## src/hw/rtl/mbps_pkg.sv

```systemverilog
// Shared constants, types and register codes for the masked byte pattern search.
package mbps_pkg;

  // Pattern geometry
  localparam int PATTERN_MAX = 32;
  localparam int PAT_IDX_W   = $clog2(PATTERN_MAX);
  localparam int LEN_W       = 6;
  localparam int PAT_REGS    = 4;
  localparam int BYTES_PER_REG = 8;

  // Byte counter and result widths
  localparam int COUNT_BITS = 32;
  localparam int OFF_W      = 32;

  // Configuration port
  localparam int CFG_IDX_W  = 3;
  localparam int CFG_DATA_W = 64;
  localparam int CARE_W     = 32;

  // Register indexes
  localparam logic [CFG_IDX_W-1:0] REG_PAT0 = 3'd0;
  localparam logic [CFG_IDX_W-1:0] REG_PAT1 = 3'd1;
  localparam logic [CFG_IDX_W-1:0] REG_PAT2 = 3'd2;
  localparam logic [CFG_IDX_W-1:0] REG_PAT3 = 3'd3;
  localparam logic [CFG_IDX_W-1:0] REG_CARE = 3'd4;
  localparam logic [CFG_IDX_W-1:0] REG_LEN  = 3'd5;

  typedef logic [7:0] byte_t;

  // Pattern realigned by window age: entry a is compared against the byte of age a
  typedef struct packed {
    byte_t [PATTERN_MAX-1:0] apat;
    logic  [PATTERN_MAX-1:0] acare;
    logic  [LEN_W-1:0]       len;
    logic                    len_ok;
  } cfg_t;

  // Result of one processed item
  typedef struct packed {
    logic             valid;
    logic             found;
    logic [OFF_W-1:0] offset;
  } res_t;

endpackage

```

## src/hw/rtl/mbps_cfg_regs.sv

```systemverilog
// Configuration registers and age-aligned view of the pattern.
module mbps_cfg_regs (
  input  logic                             clk,
  input  logic                             rst_n,
  input  logic                             cfg_we,
  input  logic [mbps_pkg::CFG_IDX_W-1:0]   cfg_index,
  input  logic [mbps_pkg::CFG_DATA_W-1:0]  cfg_wdata,
  output mbps_pkg::cfg_t                   cfg
);
  import mbps_pkg::*;

  logic [PAT_REGS-1:0][CFG_DATA_W-1:0] pat_r;
  logic [CARE_W-1:0]                   care_r;
  logic [LEN_W-1:0]                    len_r;
  byte_t [PATTERN_MAX-1:0]             pat_bytes;

  // Take register writes
  always_ff @(posedge clk) begin
    if (!rst_n) begin
      pat_r  <= '0;
      care_r <= '0;
      len_r  <= '0;
    end else if (cfg_we) begin
      unique case (cfg_index)
        REG_PAT0: pat_r[0] <= cfg_wdata;
        REG_PAT1: pat_r[1] <= cfg_wdata;
        REG_PAT2: pat_r[2] <= cfg_wdata;
        REG_PAT3: pat_r[3] <= cfg_wdata;
        REG_CARE: care_r   <= cfg_wdata[CARE_W-1:0];
        REG_LEN:  len_r    <= cfg_wdata[LEN_W-1:0];
        default: ;
      endcase
    end
  end

  assign pat_bytes = pat_r;

  // Realign: pattern byte j = len-1-a sits at window age a
  always_comb begin
    logic [LEN_W-1:0] j;
    cfg.len    = len_r;
    cfg.len_ok = (len_r != '0) && (len_r <= LEN_W'(PATTERN_MAX));
    for (int a = 0; a < PATTERN_MAX; a++) begin
      j = len_r - LEN_W'(1) - LEN_W'(a);
      cfg.apat[a]  = pat_bytes[j[PAT_IDX_W-1:0]];
      cfg.acare[a] = (LEN_W'(a) < len_r) && care_r[j[PAT_IDX_W-1:0]];
    end
  end

endmodule

```

## src/hw/rtl/mbps_core.sv

```systemverilog
// Byte window, buffer byte count and masked window compare.
module mbps_core (
  input  logic            clk,
  input  logic            rst_n,
  input  logic            step,
  input  mbps_pkg::byte_t data_byte,
  input  logic            last_byte,
  input  mbps_pkg::cfg_t  cfg,
  output mbps_pkg::res_t  res
);
  import mbps_pkg::*;

  // Window entries older than the byte count are never compared, so no reset
  byte_t [PATTERN_MAX-1:0] window_r;
  byte_t [PATTERN_MAX-1:0] window_nxt;
  logic [COUNT_BITS-1:0]   seen_r, seen_nxt, seen_inc;
  logic                    reported_r, reported_nxt;
  logic [PATTERN_MAX-1:0]  pos_ok;
  logic                    counted, enough, hit;

  assign window_nxt = {window_r[PATTERN_MAX-2:0], data_byte};
  assign seen_inc   = seen_r + COUNT_BITS'(1);
  assign counted    = (seen_r != '1);
  assign enough     = (seen_inc >= COUNT_BITS'(cfg.len));

  // Per-position masked compare
  always_comb begin
    for (int a = 0; a < PATTERN_MAX; a++) begin
      pos_ok[a] = !cfg.acare[a] || (window_nxt[a] == cfg.apat[a]);
    end
  end

  assign hit = counted && !reported_r && cfg.len_ok && enough && (&pos_ok);

  // Result for this item
  always_comb begin
    res.valid  = hit || (last_byte && !reported_r);
    res.found  = hit;
    res.offset = hit ? OFF_W'(seen_inc - COUNT_BITS'(cfg.len)) : '0;
  end

  // Advance the buffer state; restart on the last byte
  always_comb begin
    if (last_byte) begin
      seen_nxt     = '0;
      reported_nxt = 1'b0;
    end else begin
      seen_nxt     = counted ? seen_inc : seen_r;
      reported_nxt = reported_r || hit;
    end
  end

  always_ff @(posedge clk) begin
    if (!rst_n) begin
      seen_r     <= '0;
      reported_r <= 1'b0;
    end else if (step) begin
      seen_r     <= seen_nxt;
      reported_r <= reported_nxt;
    end
  end

  always_ff @(posedge clk) begin
    if (step) begin
      window_r <= window_nxt;
    end
  end

  a_reported_has_bytes: assert property (@(posedge clk) disable iff (!rst_n)
    reported_r |-> (seen_r != '0))
    else $error("match reported with empty byte count");

  a_last_restarts: assert property (@(posedge clk) disable iff (!rst_n)
    step && last_byte |=> (seen_r == '0) && !reported_r)
    else $error("buffer state not restarted after last byte");

  a_single_report: assert property (@(posedge clk) disable iff (!rst_n)
    reported_r |-> !hit)
    else $error("second match reported in one buffer");

endmodule

```

## src/hw/rtl/masked_byte_pattern_search.sv

```systemverilog
// Top level: input stage, search core and result register.
// An accepted item waits in the input register; its result is then held in the result register.
// Throughput: one byte per cycle while the result register is not stalled.
// A stalled result register holds the input stage; an item that makes no result still needs it free.
// Reset (rst_n, synchronous, active low) clears configuration, byte count, match flag and valids.
// The byte window is not cleared; its entries are only compared once filled by the current buffer.
module masked_byte_pattern_search (
  input  logic                                clk,
  input  logic                                rst_n,
  input  logic                                in_valid,
  output logic                                in_ready,
  input  logic [7:0]                          in_data_byte,
  input  logic                                in_last_byte,
  output logic                                out_valid,
  input  logic                                out_ready,
  output logic                                out_found,
  output logic [mbps_pkg::OFF_W-1:0]          out_match_offset,
  input  logic                                cfg_we,
  input  logic [mbps_pkg::CFG_IDX_W-1:0]      cfg_index,
  input  logic [mbps_pkg::CFG_DATA_W-1:0]     cfg_wdata
);
  import mbps_pkg::*;

  cfg_t  cfg;
  res_t  res;
  logic  s1_valid_r, s1_valid_nxt;
  byte_t s1_byte_r;
  logic  s1_last_r;
  logic  s1_adv;
  logic  out_valid_r, out_valid_nxt;
  logic  out_found_r;
  logic [OFF_W-1:0] out_offset_r;

  mbps_cfg_regs u_cfg (
    .clk       (clk),
    .rst_n     (rst_n),
    .cfg_we    (cfg_we),
    .cfg_index (cfg_index),
    .cfg_wdata (cfg_wdata),
    .cfg       (cfg)
  );

  mbps_core u_core (
    .clk       (clk),
    .rst_n     (rst_n),
    .step      (s1_adv),
    .data_byte (s1_byte_r),
    .last_byte (s1_last_r),
    .cfg       (cfg),
    .res       (res)
  );

  // Stage advances when the result register is free or being drained
  assign s1_adv   = s1_valid_r && (!out_valid_r || out_ready);
  assign in_ready = !s1_valid_r || s1_adv;

  assign s1_valid_nxt  = (in_valid && in_ready) || (s1_valid_r && !s1_adv);
  assign out_valid_nxt = (s1_adv && res.valid) || (out_valid_r && !out_ready);

  // Hold the input item
  always_ff @(posedge clk) begin
    if (!rst_n) begin
      s1_valid_r <= 1'b0;
    end else begin
      s1_valid_r <= s1_valid_nxt;
    end
  end

  always_ff @(posedge clk) begin
    if (in_valid && in_ready) begin
      s1_byte_r <= in_data_byte;
      s1_last_r <= in_last_byte;
    end
  end

  // Hold the result item until taken
  always_ff @(posedge clk) begin
    if (!rst_n) begin
      out_valid_r <= 1'b0;
    end else begin
      out_valid_r <= out_valid_nxt;
    end
  end

  always_ff @(posedge clk) begin
    if (s1_adv && res.valid) begin
      out_found_r  <= res.found;
      out_offset_r <= res.offset;
    end
  end

  assign out_valid        = out_valid_r;
  assign out_found        = out_found_r;
  assign out_match_offset = out_offset_r;

  a_stage_holds: assert property (@(posedge clk) disable iff (!rst_n)
    s1_valid_r && out_valid_r && !out_ready |=> s1_valid_r && $stable(s1_byte_r))
    else $error("input stage dropped an item while result stalled");

  a_not_found_on_last: assert property (@(posedge clk) disable iff (!rst_n)
    s1_adv && res.valid && !res.found |-> s1_last_r)
    else $error("not-found result on a byte other than the last");

  a_not_found_offset: assert property (@(posedge clk) disable iff (!rst_n)
    out_valid_r && !out_found_r |-> (out_offset_r == '0))
    else $error("not-found result with nonzero offset");

endmodule

```

## config.mk

```make
export PLATFORM = sky130hd
export DESIGN_NAME = masked_byte_pattern_search
export DESIGN_NICKNAME = d
export VERILOG_FILES = /design/src/hw/rtl/mbps_pkg.sv /design/src/hw/rtl/mbps_cfg_regs.sv /design/src/hw/rtl/mbps_core.sv /design/src/hw/rtl/masked_byte_pattern_search.sv
export SDC_FILE = /design/constraint.sdc
export NUM_CORES = 2
export LEC_CHECK = 0
export BUFFER_PORTS_ARGS = -buffer_cell sky130_fd_sc_hd__buf_2
export CELL_PAD_IN_SITES_DETAIL_PLACEMENT = 1
export CELL_PAD_IN_SITES_GLOBAL_PLACEMENT = 1
export CORE_ASPECT_RATIO = 1.75
export CORE_MARGIN = 2
export CORE_UTILIZATION = 45
export DETAILED_ROUTE_END_ITERATION = 12
export GPL_ROUTABILITY_DRIVEN = 0
export PLACE_DENSITY_LB_ADDON = 0.05
export SLEW_MARGIN = 20
export SYNTH_ARGS = -nofsm -noshare
export SYNTH_HDL_FRONTEND = slang
export SYNTH_SLANG_ARGS = --single-unit
```

## constraint.sdc

```tcl
create_clock -name clk -period 7.2 [get_ports clk]
set_input_delay 0.72 -clock clk [delete_from_list [all_inputs] [get_ports clk]]
set_output_delay 0.72 -clock clk [all_outputs]
set_load 0.03 [all_outputs]
```

# Yosys cells after proc, flatten, opt, wreduce, memory -nomap -nowiden
# Index checks and enable logic that the tools add are counted.
dict set report op_classes {
  add_sub_neg 34
  muxes 131
  reduce_logical 129
  magnitude_cmp 66
  eq_ne 38
}
# op n
set op_table {}
lappend op_table {{$bmux 8 s5} 32}
lappend op_table {{$eq 8x8->1} 32}
lappend op_table {{$mux 8} 32}
lappend op_table {{$lt 5x6->1 const B} 32}
lappend op_table {{$bmux 1 s5} 32}
lappend op_table {{$lt 5x6->1 const A} 16}
lappend op_table {{$sub 5x5->5 const B} 16}
lappend op_table {{$mux 32} 2}
lappend op_table {{$lt 4x6->1 const A} 8}
lappend op_table {{$logic_and 1x1->1} 43}
lappend op_table {{$sub 5x4->5 const B} 8}
lappend op_table {{$logic_or 1x1->1} 38}
lappend op_table {{$logic_not 1->1} 37}
lappend op_table {{$mux 1} 33}
lappend op_table {{$add 32x1->32 const B} 1}
lappend op_table {{$ge 32x6->1} 1}
lappend op_table {{$ne 32x32->1 const B} 1}
lappend op_table {{$reduce_and 32->1} 1}
lappend op_table {{$sub 32x6->32} 1}
lappend op_table {{$lt 3x6->1 const A} 4}
lappend op_table {{$sub 5x3->5 const B} 4}
lappend op_table {{$reduce_and 2->1} 7}
lappend op_table {{$lt 1x6->1 const A} 2}
lappend op_table {{$lt 2x6->1 const A} 2}
lappend op_table {{9 further kinds} 13}
dict set report word_totals {
  out_inout_bits 35
  input_bits 81
  elab_cells 443
  register_bits 619
}

# Logic depth before layout (Yosys ltp)
dict set report depth {
  word_depth 12
  depth_mapped 28
}

# Hierarchy
# From an unflattened synthesis, not the netlist that was laid out.
dict set report unflattened {
  hier_cells 4458
  hier_area_um2 43974.7
}
# mod cells_per_inst area_per_inst_um2 instances
set modules_own_cells {}
lappend modules_own_cells {mbps_cfg_regs 3278 28680.0 1}
lappend modules_own_cells {mbps_core 1125 13920.9 1}
lappend modules_own_cells {masked_byte_pattern_search 55 1373.8 1}

# Least setup slack after synthesis
# No wires, ideal clock.
dict set report synth_path {
  path_kind {in2reg}
  from {input port out_ready}
  to {register u_core.seen_r[22]}
  t_arrival_ns 7.299
  t_required_ns 7.072
  setup_time_ns 0.128
  path_stages 8
  slack_ns -0.226
  cell_sequence {nand2b_1 nand2_1 inv_1 o31ai_1 clkbuf_1 a21o_1 a21oi_1 nor2_1}
}
dict set report synth_between {
  elab_chain_len 3
}
# item line
set synth_lines {}
lappend synth_lines {{start: declaration} masked_byte_pattern_search.sv:15} ;# input logic out_ready,
lappend synth_lines {{$logic_or 1x1->1} masked_byte_pattern_search.sv:54} ;# assign s1_adv = s1_valid_r && (!out_valid_r || out_ready);
lappend synth_lines {{$logic_and 1x1->1} masked_byte_pattern_search.sv:54}
lappend synth_lines {{net s1_adv} masked_byte_pattern_search.sv:29} ;# logic s1_adv;
lappend synth_lines {{$reduce_and 2->1 (no source line)} --}
lappend synth_lines {{end signal: assignment} mbps_core.sv:58} ;# seen_r <= seen_nxt;
lappend synth_lines {{end: declaration} mbps_core.sv:16} ;# logic [COUNT_BITS-1:0] seen_r, seen_nxt, seen_inc;
# The timed path passes the listed nets, and every way through them passes these cells.
# A chain may end at the register's enable or synchronous reset.

# Final worst setup path
dict set report layout_path {
  from {register u_cfg.len_r[1]}
  to {register out_offset_r[3], in the netlist out_match_offset[3] (data pin)}
}
dict set report layout_between {
  elab_chain_len 9
  word_cells_on_any_way 329
}
# item line
set layout_lines {}
lappend layout_lines {{start: declaration} mbps_cfg_regs.sv:14} ;# logic [LEN_W-1:0] len_r;
lappend layout_lines {{start signal: assignment} mbps_cfg_regs.sv:30} ;# REG_LEN: len_r <= cfg_wdata[LEN_W-1:0];
lappend layout_lines {{parallel branches: the longest is 9 deep, another holds $sub 5x1->5} --}
lappend layout_lines {{end signal: assignment} masked_byte_pattern_search.sv:88} ;# out_offset_r <= res.offset;
lappend layout_lines {{end: declaration} masked_byte_pattern_search.sv:32} ;# logic [OFF_W-1:0] out_offset_r;
# Parallel ways; which one is timed is not known. The select of a mux whose other input is x is not followed.

==> flow_summary.yaml <==
hold_path:
  min_path_type: "input pin to flip-flop"
logic_synthesis:
  synthTopCellsByArea: "edfxtp_1 (20%), dfxtp_1 (15%), mux2i_1 (9.4%)"
  syn-num-nets: 4881
  synth_edf_count: 290
  yosysSeqAreaShare: 0.3448
  synth_area_per_cell_um2: 9.263
  postSynthCellCount: 4789
  syn-cell-area_um2: 44360
  synthTopCellsByCount: "nand2_1 (847), a21oi_1 (420), mux2i_1 (416)"
  synth_most_common_cell: "nand2_1"
  ys_warn_count: 0
  netlist.top_cell.by_area: "edfxtp_1"
  synth-async-reset-ratio: 0
  dominantRegCellSynth: "dfxtp_1"
  yosysTopAreaCellShare: 0.1963
  yosys.cell_types.count: 102
  synth-seq-cells: 619
sta:
  skew_ns: 0.03359
  fin_crit_sh: 0.9820
  hold_viol: 0
  rsz0062_at_grt: "no"
  drv_slew: 0
  setup_violations: 0
  worst_slack_ns: 0.1296
  maxSlewHeadroom: 0.05487
  min_period_ns: 7.070
  finalSetupTns_ns: 0
  max_freq_mhz: 141.4
  timing.hold.ws_ns: 0.1791
  tightestPinTransition_ns: 1.412
critical_path:
  cp-start-kind: "flip-flop"
  rr_worst_depth: 18
  end_kind: "flip-flop"
  cp_data_required_time_ns: 7.72
  crit_path_end: "out_match_offset[3]"
  crit_start: "u_cfg.len_r[1]"
  path_class: "flip-flop to flip-flop"
  worstReg2RegEnd: "out_match_offset[3]"
  arrival_ns: 7.59
  r2r_setup_slack_ns: 0.13
  crit_fanout: 59
  rr_startpoint: "u_cfg.len_r[1]"
detailed_routing:
  vias_per_cell: 6.570
  route.vias.total: 40380
  drtIter0Drc: 4092
  ant_nets: 0
  finalWirelength_mm: 228.4
  drc: 0
  wire_per_inst_um: 37.16
  detail_route.first_pass.iterations: 6
grt:
  antenna_found_initial: 26
  grt_max_degree: 176
  grt_pass1_wl_mm: 312.9
  grt_overflow: 0
  grt_pass1_vias: 39600
  grt.total_usage: 0.4539
power:
  seq_power_share: 0.420
  finalPower_mw: 9.430
  power.leakage_nw: 17.01
  combinationalPowerShare: 0.193
  ir_drop_mv: 0.2170
  pwr-share-clk: 0.387
  p_sw_mw: 3.035
  p_sw_frac: 0.3218
  p_int_mw: 6.396
  power-per-cell-area_nw_per_um2: 194.2
placed_design:
  place_area_um2: 46180
  dp_cells: 6003
  dp_slack_ns: 0.7335
  io_buffers: 115
  dp.final_hpwl_mm: 174.2
outcome:
  status: "completed"
clock_network:
  cts_tree: "yes"
  clockRootBuffer: "clkbuf_16"
  cts_buffers: 66
  htree_levels: 3
  clk_pin_slew_ns: 0.07
  ctsResizeCount: 0
  postCtsSetupBuffers: 0
  cts.sinks: 619
  clockBufferDepth: 3
  hold_buffers: 0
  clkLatencyLatePin_ns: 0.72
layout:
  final_util: 0.4957
  nets: 4859
  areaGrowthSynthToFinish_pct: 9.437
  fin_cells: 6146
  drive_gt1_frac: 0.1684
  final_cell_area_um2: 48550
die:
  dieArea_um2: 101200
  core_um2: 97940
  die_h_um: 419.4
  start_util: 0.4529
  die_x_um: 241.3
  placementRows: 152
  io_pins: 116
flow_run:
  drv_cap: 0
-- how the worst min path moves through the flow --
stage	start	to	slack, ns	cells past startpoint
5_1_grt	in_data_byte[3]	s1_byte_r[3]	0.16	1
3_3_place_gp	u_cfg.pat_bytes[197]	u_cfg.pat_bytes[197]	0.45	2
3_5_place_dp	u_cfg.pat_bytes[34]	u_cfg.pat_bytes[34]	0.46	2
4_1_cts	in_data_byte[5]	s1_byte_r[5]	0.17	1
6_report	in_data_byte[5]	s1_byte_r[5]	0.18	1
2_1_floorplan	u_core.window_nxt[52]	u_core.window_nxt[60]	0.43	0
-- kinds of logic (layout without fill, tap and decap cells) --
kind of cell	after synthesis	count (layout)	share of synthesized area
other cells	0	20	0
flops	619	619	0.3448
buf+inv	376	404	0.04394
mux	762	762	0.2157
simple gates	1638	1638	0.1682
xor+xnor	556	556	0.1120
compound gates	827	827	0.1122
fa+ha+maj	11	11	0.003272
-- power groups by stage --
stage / clock, mW / sequential (mW) / combinational [mW]
floorplan: 0 / 3.98 / 1.07
global placement: 0 / 4.02 / 1.67
detailed placement: 0 / 4.03 / 1.70
CTS: 3.66 / 3.95 / 1.70
global route: 3.79 / 3.96 / 1.87
finish: 3.65 / 3.96 / 1.82
-- worst max-delay path: stages (launching register included) --
cell and delay [ns]:
dfxtp_1 0.33, inv_1 0.13, ha_4 0.64, buf_12 0.33
buf_12 0.36, mux2_2 0.40, mux2i_1 0.61, nor2_1 0.12
o22ai_1 0.15, and2_0 0.76, xnor2_1 0.20, nor4_1 0.32
a41o_1 0.31, o2111ai_1 0.20, a221oi_1 0.29, nand4_1 0.22
or4_2 0.76, buf_4 0.35, nor3_1 0.28
-- cell usage in the layout (no fill, tap or decap), types with 9 or more instances in the layout --
master	synthesis	final
clkinv_2	0	11
and3_1	22	22
xnor2_1	303	293
edfxtp_1	290	290
o22ai_1	52	52
xnor2_2	3	12
nand2b_1	13	13
dfxtp_1	329	326
nor4_1	66	64
mux2_2	204	204
nand2_1	847	845
buf_4	47	118
buf_12	0	16
a211oi_1	40	40
diode_2	0	20
mux4_2	133	133
or3_1	27	27
nor2_1	256	252
a21oi_1	420	418
a22oi_1	42	42
buf_2	88	116
xor2_1	246	244
nor3_1	97	94
nand3_1	126	124
o211ai_1	16	16
mux2i_1	416	411
inv_1	28	26
a221oi_1	28	28
or2_2	16	16
nor2b_1	18	18
ha_1	10	9
o21ai_0	101	96
clkbuf_16	0	69
nand4_1	62	62
and4_1	9	9
nand3b_1	14	14
nor2_4	11	13
a31oi_1	28	28
-- state kept, by name, indices dropped and copies added, names as in the netlist --
name               flops
out_match_offset      32
u_cfg.care_r          32
u_core.reported_r      1
out_valid              1
s1_byte_r              8
u_cfg.pat_bytes      256
s1_valid_r             1
u_cfg.len_r            6
u_core.window_nxt    248
out_found              1
s1_last_r              1
u_core.seen_r         32
-- cell type report --
| type | count | area (um2) |
|---|---|---|
| Antenna cell | 20 | 50.05 |
| Clock buffer | 83 | 1839 |
| Tap cell | 1309 | 1638 |
| Timing Repair Buffer | 253 | 1817 |
| Fill cell | 11250 | 49400 |
| Sequential cell | 619 | 15300 |
| Multi-Input combinational cell | 3794 | 27400 |
| Clock inverter | 35 | 359.1 |
| Inverter | 33 | 142.6 |
-- routing by layer --
layer  part of all wire  track usage  up-vias
met3               0.10       0.1800      913
li1                   -            -    17290
met1               0.33       0.4635    20080
met5            0.00060     0.007948        -
met4               0.13       0.4568       14
met2               0.44       0.6877     2090
Note: power is estimated with default switching activity, not from simulation.
